$ cat src/sv/iqd_pkg.sv
// shared types, constants and coefficient rom for the iq iir decimator
package iqd_pkg;

    localparam int unsigned SAMPLE_W  = 24;
    localparam int unsigned HIST_W    = 40;
    localparam int unsigned COEF_W    = 32;
    localparam int unsigned ROM_STAGES = 5;
    localparam int unsigned NUM_SETS  = 3;
    localparam int unsigned NUM_CH    = 2;
    localparam int unsigned NUM_TAPS  = 5;

    localparam logic [1:0] MODE_BYPASS = 2'd0;

    localparam logic signed [HIST_W-1:0] H40_MAX = {1'b0, {(HIST_W-1){1'b1}}};
    localparam logic signed [HIST_W-1:0] H40_MIN = {1'b1, {(HIST_W-1){1'b0}}};

    localparam logic signed [COEF_W-1:0] COEF_ONE = 32'sd1073741824;

    // tap order: b0 (x), b1 (x1), b2 (x2), a1 (y1), a2 (y2)
    function automatic logic signed [COEF_W-1:0] coef_rom(
        input logic [1:0] set_sel,
        input logic [2:0] stage,
        input logic [2:0] tap
    );
        logic signed [COEF_W-1:0] c;
        c = '0;
        if ({29'd0, stage} >= ROM_STAGES) begin
            c = (tap == 3'd0) ? COEF_ONE : '0;
        end else begin
            case ({set_sel, stage, tap})
                {2'd0, 3'd0, 3'd0}: c = 32'sd7271593;
                {2'd0, 3'd0, 3'd1}: c = 32'sd13361434;
                {2'd0, 3'd0, 3'd2}: c = 32'sd7271593;
                {2'd0, 3'd0, 3'd3}: c = 32'sd1125971417;
                {2'd0, 3'd0, 3'd4}: c = -32'sd363955154;
                {2'd0, 3'd1, 3'd0}: c = 32'sd1073741824;
                {2'd0, 3'd1, 3'd1}: c = 32'sd1128580409;
                {2'd0, 3'd1, 3'd2}: c = 32'sd1073741824;
                {2'd0, 3'd1, 3'd3}: c = 32'sd791504690;
                {2'd0, 3'd1, 3'd4}: c = -32'sd588387946;
                {2'd0, 3'd2, 3'd0}: c = 32'sd1073741824;
                {2'd0, 3'd2, 3'd1}: c = 32'sd508362021;
                {2'd0, 3'd2, 3'd2}: c = 32'sd1073741824;
                {2'd0, 3'd2, 3'd3}: c = 32'sd459716086;
                {2'd0, 3'd2, 3'd4}: c = -32'sd814646286;
                {2'd0, 3'd3, 3'd0}: c = 32'sd1073741824;
                {2'd0, 3'd3, 3'd1}: c = 32'sd213933125;
                {2'd0, 3'd3, 3'd2}: c = 32'sd1073741824;
                {2'd0, 3'd3, 3'd3}: c = 32'sd265455231;
                {2'd0, 3'd3, 3'd4}: c = -32'sd957153501;
                {2'd0, 3'd4, 3'd0}: c = 32'sd1073741824;
                {2'd0, 3'd4, 3'd1}: c = 32'sd102985251;
                {2'd0, 3'd4, 3'd2}: c = 32'sd1073741824;
                {2'd0, 3'd4, 3'd3}: c = 32'sd185751307;
                {2'd0, 3'd4, 3'd4}: c = -32'sd1040812467;
                {2'd1, 3'd0, 3'd0}: c = 32'sd642608;
                {2'd1, 3'd0, 3'd1}: c = 32'sd787987;
                {2'd1, 3'd0, 3'd2}: c = 32'sd642608;
                {2'd1, 3'd0, 3'd3}: c = 32'sd1675533458;
                {2'd1, 3'd0, 3'd4}: c = -32'sd675320080;
                {2'd1, 3'd1, 3'd0}: c = 32'sd1073741824;
                {2'd1, 3'd1, 3'd1}: c = -32'sd592095349;
                {2'd1, 3'd1, 3'd2}: c = 32'sd1073741824;
                {2'd1, 3'd1, 3'd3}: c = 32'sd1637996424;
                {2'd1, 3'd1, 3'd4}: c = -32'sd783232568;
                {2'd1, 3'd2, 3'd0}: c = 32'sd1073741824;
                {2'd1, 3'd2, 3'd1}: c = -32'sd1192028613;
                {2'd1, 3'd2, 3'd2}: c = 32'sd1073741824;
                {2'd1, 3'd2, 3'd3}: c = 32'sd1597078162;
                {2'd1, 3'd2, 3'd4}: c = -32'sd907810928;
                {2'd1, 3'd3, 3'd0}: c = 32'sd1073741824;
                {2'd1, 3'd3, 3'd1}: c = -32'sd1385574105;
                {2'd1, 3'd3, 3'd2}: c = 32'sd1073741824;
                {2'd1, 3'd3, 3'd3}: c = 32'sd1574949291;
                {2'd1, 3'd3, 3'd4}: c = -32'sd995984110;
                {2'd1, 3'd4, 3'd0}: c = 32'sd1073741824;
                {2'd1, 3'd4, 3'd1}: c = -32'sd1448537069;
                {2'd1, 3'd4, 3'd2}: c = 32'sd1073741824;
                {2'd1, 3'd4, 3'd3}: c = 32'sd1577054996;
                {2'd1, 3'd4, 3'd4}: c = -32'sd1051471151;
                {2'd2, 3'd0, 3'd0}: c = 32'sd196041;
                {2'd2, 3'd0, 3'd1}: c = -32'sd5466;
                {2'd2, 3'd0, 3'd2}: c = 32'sd196041;
                {2'd2, 3'd0, 3'd3}: c = 32'sd1912264275;
                {2'd2, 3'd0, 3'd4}: c = -32'sd857771471;
                {2'd2, 3'd1, 3'd0}: c = 32'sd1073741824;
                {2'd2, 3'd1, 3'd1}: c = -32'sd1645244106;
                {2'd2, 3'd1, 3'd2}: c = 32'sd1073741824;
                {2'd2, 3'd1, 3'd3}: c = 32'sd1932686368;
                {2'd2, 3'd1, 3'd4}: c = -32'sd916269798;
                {2'd2, 3'd2, 3'd0}: c = 32'sd1073741824;
                {2'd2, 3'd2, 3'd1}: c = -32'sd1878803140;
                {2'd2, 3'd2, 3'd2}: c = 32'sd1073741824;
                {2'd2, 3'd2, 3'd3}: c = 32'sd1956986191;
                {2'd2, 3'd2, 3'd4}: c = -32'sd983843485;
                {2'd2, 3'd3, 3'd0}: c = 32'sd1073741824;
                {2'd2, 3'd3, 3'd1}: c = -32'sd1941798021;
                {2'd2, 3'd3, 3'd2}: c = 32'sd1073741824;
                {2'd2, 3'd3, 3'd3}: c = 32'sd1976191399;
                {2'd2, 3'd3, 3'd4}: c = -32'sd1031686660;
                {2'd2, 3'd4, 3'd0}: c = 32'sd1073741824;
                {2'd2, 3'd4, 3'd1}: c = -32'sd1961218870;
                {2'd2, 3'd4, 3'd2}: c = 32'sd1073741824;
                {2'd2, 3'd4, 3'd3}: c = 32'sd1992921033;
                {2'd2, 3'd4, 3'd4}: c = -32'sd1061748197;
                default:            c = '0;
            endcase
        end
        return c;
    endfunction

endpackage

$ cat src/sv/iqd_mac.sv
// pipelined q30 product unit: floor(v * c / 2^30) accumulated over one stage
module iqd_mac (
    input  logic                                i_clk,
    input  logic                                i_rst_n,
    input  logic                                i_valid,
    input  logic                                i_first,
    input  logic                                i_last,
    input  logic signed [iqd_pkg::HIST_W-1:0]   i_v,
    input  logic signed [iqd_pkg::COEF_W-1:0]   i_c,
    output logic                                o_valid,
    output logic signed [iqd_pkg::HIST_W-1:0]   o_y
);
    localparam int unsigned PW = iqd_pkg::HIST_W + iqd_pkg::COEF_W;
    localparam int unsigned AW = PW - 30 + 3;

    // stage 1: split coefficient into high and low parts for two narrower multiplies
    logic signed [iqd_pkg::HIST_W-1:0] r_v;
    logic signed [16:0]                r_ch;
    logic        [14:0]                r_cl;
    logic                              r_v1, r_f1, r_l1;
    // stage 2: partial products
    logic signed [iqd_pkg::HIST_W+16:0] r_ph;
    logic signed [iqd_pkg::HIST_W+15:0] r_pl;
    logic                               r_v2, r_f2, r_l2;
    // stage 3: floored product and accumulate
    logic signed [AW-1:0]               r_acc;
    logic                               r_v3;
    logic signed [PW-1:0]               n_prod;
    logic signed [AW-1:0]               n_term, n_acc;

    always_ff @(posedge i_clk) begin
        r_v  <= i_v;
        r_ch <= 17'(i_c >>> 15);
        r_cl <= i_c[14:0];
        r_ph <= r_v * r_ch;
        r_pl <= r_v * $signed({1'b0, r_cl});
        r_f2 <= r_f1;
        r_l2 <= r_l1;
        r_f1 <= i_first;
        r_l1 <= i_last;
        if (r_v2) begin
            r_acc <= n_acc;
        end
        if (!i_rst_n) begin
            r_v1 <= 1'b0;
            r_v2 <= 1'b0;
            r_v3 <= 1'b0;
        end else begin
            r_v1 <= i_valid;
            r_v2 <= r_v1;
            r_v3 <= r_v2 && r_l2;
        end
    end

    always_comb begin
        n_prod = (PW'(r_ph) <<< 15) + PW'(r_pl);
        n_term = AW'(n_prod >>> 30);
        n_acc  = r_f2 ? n_term : r_acc + n_term;
    end

    assign o_valid = r_v3;
    assign o_y = (r_acc > AW'(iqd_pkg::H40_MAX)) ? iqd_pkg::H40_MAX :
                 (r_acc < AW'(iqd_pkg::H40_MIN)) ? iqd_pkg::H40_MIN :
                 iqd_pkg::HIST_W'(r_acc);
endmodule

$ cat config.mk
export PLATFORM = sky130hd
export DESIGN_NAME = iqd_mac
export DESIGN_NICKNAME = d
export VERILOG_FILES = /design/src/sv/iqd_pkg.sv /design/src/sv/iqd_mac.sv
export SDC_FILE = /design/constraint.sdc
export NUM_CORES = 2
export LEC_CHECK = 0
export ABC_AREA = 1
export BUFFER_PORTS_ARGS = -buffer_cell sky130_fd_sc_hd__clkbuf_2
export CAP_MARGIN = 5
export CORE_MARGIN = 1
export CORE_UTILIZATION = 25
export CTS_BUF_LIST = sky130_fd_sc_hd__clkbuf_4 sky130_fd_sc_hd__clkbuf_8 sky130_fd_sc_hd__clkbuf_16
export DETAILED_ROUTE_END_ITERATION = 10
export GPL_ROUTABILITY_DRIVEN = 0
export PLACE_DENSITY = 0.46
export REMOVE_ABC_BUFFERS = 1
export SYNTH_ARGS = -nofsm -noshare
export SYNTH_HDL_FRONTEND = slang
export SYNTH_SLANG_ARGS = --single-unit
$ cat constraint.sdc
create_clock -name i_clk -period 7.35 [get_ports i_clk]
set_clock_uncertainty 0.2 [all_clocks]
set_input_delay 0.3675 -clock i_clk [delete_from_list [all_inputs] [get_ports i_clk]]
set_output_delay 0.3675 -clock i_clk [all_outputs]
set_load 0.05 [all_outputs]
==> impl_metrics.py <==
metrics = {
    "status": {
        "status": "finished, final reports clean",
    },
    "hold_path": {
        "hold-path-endpoint": "r_f2",
        "min-delay-start": "r_f1",
        "min_path_type": "flip-flop to flip-flop",
        "whs_path_depth": 0,
    },
    "grt": {
        "grt_use_met3": 0.0187,
        "use_met2": 0.297,
        "antenna_found_initial": 10,
        "grtUsageTotal": 0.176,
        "grt_pass1_vias": 54900,
        "globalRouteMet1Util": 0.231,
        "grt_pass1_wl_mm": 327,
        "grt_max_degree": 58,
        "grt_busiest_layer": "met2",
        "globalRoute.totalOverflow": 0,
    },
    "setup_path": {
        "worst_ep_required_time_ns": 7.63,
        "critPathKind": "flip-flop to flip-flop",
        "reg2regPathDepth": 20,
        "r2r_slack_ns": 0.36,
        "r2r-end": "r_ph[51]",
        "critical_path_arrival_ns": 7.27,
        "r2r_start": "r_ch[11]",
        "worst_setup_path_start_kind": "flip-flop",
        "crit_path_end_kind": "flip-flop",
        "worstPathMaxFanout": 23,
    },
    "die": {
        "die_h_um": 492,
        "rows": 179,
        "die_w_um": 492,
        "core_um2": 239000,
        "die_area_um2": 242000,
        "initial_core_util": 0.252,
        "io_pins": 118,
    },
    "synth": {
        "ys_warn_count": 0,
        "avgSynthCellArea_um2": 7.29,
        "synth_cells": 8244,
        "seq_area_frac_synth": 0.0814,
        "synth-edff-count": 45,
        "ys_seq_elements": 222,
        "synth-main-ff-cell": "dfxtp_1",
        "post_synth_num_cell_types": 47,
        "synthArstFlopShare": 0,
        "syn-cell-area_um2": 60100,
    },
    "finish": {
        "fillers": 26200,
        "fin_nets": 9981,
        "syn_to_final_growth_pct": 12.0,
        "layout-drive-gt1-share": 0.0507,
    },
    "sta": {
        "fmax_mhz": 143,
        "slew-limit-headroom": 0.289,
        "finalCritPeriodShare": 0.951,
        "worst_slew_pin_slew_ns": 1.07,
        "finalCriticalPeriod_ns": 6.99,
        "finalMaxSlewViolations": 0,
        "hold_viol_final": 0,
        "rsz0062_at_grt": "no",
        "setup_viol": 0,
        "finalSetupTns_ns": 0,
    },
    "placement": {
        "dp_hpwl_mm": 176,
        "portBuffers": 117,
    },
    "drt": {
        "drcViolationCount": 0,
        "drtIter0Drc": 3392,
        "drtAntennaViolNets": 0,
        "wire_per_inst_um": 18.1,
        "dr.pass1.iters": 6,
        "via_per_inst": 4.42,
        "routed_wl_mm": 209,
        "dr_total_vias": 51100,
    },
    "clock_tree": {
        "clk_pin_slew_ns": 0.06,
        "clock-root-buffer": "clkbuf_16",
        "clk_latency_ns": 0.67,
        "h-tree-depth": 2,
        "cts_tree": "done",
        "cts_setup_buffers": 0,
        "ctsLongestPathBuffers": 3,
        "cts.sinks": 222,
        "numCtsBuffers": 38,
    },
    "run": {
        "drv_cap": 0,
    },
}
==> cells in the mapped netlist (3+ instances only) <==
master,number,share of area
edfxtp_1,45,0.022
inv_2,3,0.00019
nand3b_1,8,0.0010
o21ai_2,4,0.00058
o21ai_0,195,0.016
and2_1,32,0.0033
xor2_1,76,0.011
o21ai_1,13,0.0011
a21oi_2,3,0.00044
dfxtp_1,177,0.059
fa_1,1199,0.40
a31oi_1,18,0.0019
nor4_1,3,0.00031
o21bai_1,53,0.0066
nand2_1,2206,0.14
nand3_2,4,0.00067
clkbuf_1,253,0.016
ha_1,357,0.074
nor2_1,485,0.030
and3_1,6,0.00062
nand3_1,227,0.019
nor3_2,8,0.0013
nor2_2,13,0.0014
a21boi_0,13,0.0016
xnor2_1,31,0.0045
o211ai_1,3,0.00037
inv_1,2361,0.15
buf_1,11,0.00069
o21a_1,8,0.0010
nand2_2,17,0.0018
nor3_1,37,0.0031
a21oi_1,269,0.022
a21o_1,20,0.0025
nand4_1,56,0.0058
or2_1,4,0.00042
or2_2,10,0.0010
==> per-stage QoR <==
| stage | instances | utilization | cell area, um2 | hold slack (ns) | setup WS (ns) |
|---|---|---|---|---|---|
| floorplan | 7978 | - | 59100 | 0.110 | 1.20 |
| CTS | 11500 | 0.282 | 67300 | 0.0758 | 0.293 |
| finish | 11500 | 0.282 | 67300 | 0.126 | 0.358 |
| global placement | 11400 | 0.274 | 65300 | 0.111 | 0.287 |
| detailed placement | 11400 | 0.274 | 65300 | 0.115 | 0.355 |
| global route | 11500 | 0.282 | 67300 | 0.104 | 0.0164 |
==> placed cells by master (no fill, tap or decap), types with 56 or more instances in the layout <==
master,count
nand4_1,56
o21ai_0,195
nand2_1,2206
fa_1,1199
dfxtp_1,144
ha_1,357
dlygate4sd3_1,77
buf_4,92
inv_1,2361
nand3_1,227
xor2_1,76
a21oi_1,269
clkbuf_2,117
nor2_1,485
==> logic make-up after synthesis <==
kind of cell,synth area share
XOR/XNOR,0.0156
flip-flops,0.0814
buffers and inverters,0.164
AO/OA/AOI/OAI,0.0568
AND/OR/NAND/NOR,0.208
adder cells (fa/ha/maj),0.474
==> final cells by class <==
class,instances,area [um2],share of cell area
Inverter,2364,8870,0.132
Sequential cell,222,4940,0.0733
Timing Repair Buffer,330,2930,0.0435
Clock inverter,23,208,0.00308
Multi-Input combinational cell,5392,45400,0.674
Tap cell,3167,3960,0.0589
Antenna cell,4,10.0,0.000149
Clock buffer,46,1060,0.0157
==> worst max-delay path by stage <==
stage	start	endpoint	slack, ns	cells past startpoint
final	r_ch[11]	r_ph[51]	0.36	20
after global routing	r_ch[2]	r_ph[51]	0.02	21
after CTS	r_v[29]	r_ph[51]	0.29	22
after detailed placement	r_v[29]	r_ph[51]	0.35	22
after global placement	r_v[28]	r_ph[37]	0.29	18
after floorplan	r_cl[1]	r_pl[51]	1.20	21
==> per-layer routing <==
metal / share of wire / up-vias
met2: 0.48 / 1368
met5: 0.00031 / -
met3: 0.047 / 265
met1: 0.44 / 25600
li1: - / 23900
met4: 0.038 / 10
==> sequential cells by signal (all words and copies together), names as in the netlist <==
register  flops
r_ph         57
o_valid       1
r_l2          1
r_pl         41
r_f1          1
r_v1          1
r_l1          1
r_acc        45
r_v2          1
r_v          40
r_ch         17
r_f2          1
r_cl         15
==> critical path: stages, from the launching register on <==
cell      delay (ns)
dfxtp_2         0.75
buf_4           0.34
nand2_1         0.11
fa_1            0.54
inv_1           0.06
fa_1            0.56
fa_1            0.45
fa_1            0.51
fa_1            0.50
inv_1           0.05
fa_1            0.48
inv_1           0.05
ha_1            0.43
nand2_1         0.24
inv_1           0.06
a21oi_1         0.30
a21boi_0        0.41
o21ai_0         0.17
nand2_1         0.09
nand3_1         0.09
xor2_1          0.43
==> what timing repair did <==
| action | in CTS | in global routing |
|---|---|---|
| gates resized for setup | 0 | 1 |
| hold endpoints to repair | 77 | 0 |
| endpoints found under the setup margin | 0 | 1 |
| hold buffers | 77 | 0 |
Power is left out: the tool's default activity adds up to more than one toggle a clock period on the data nets, which glitch-free logic cannot reach.
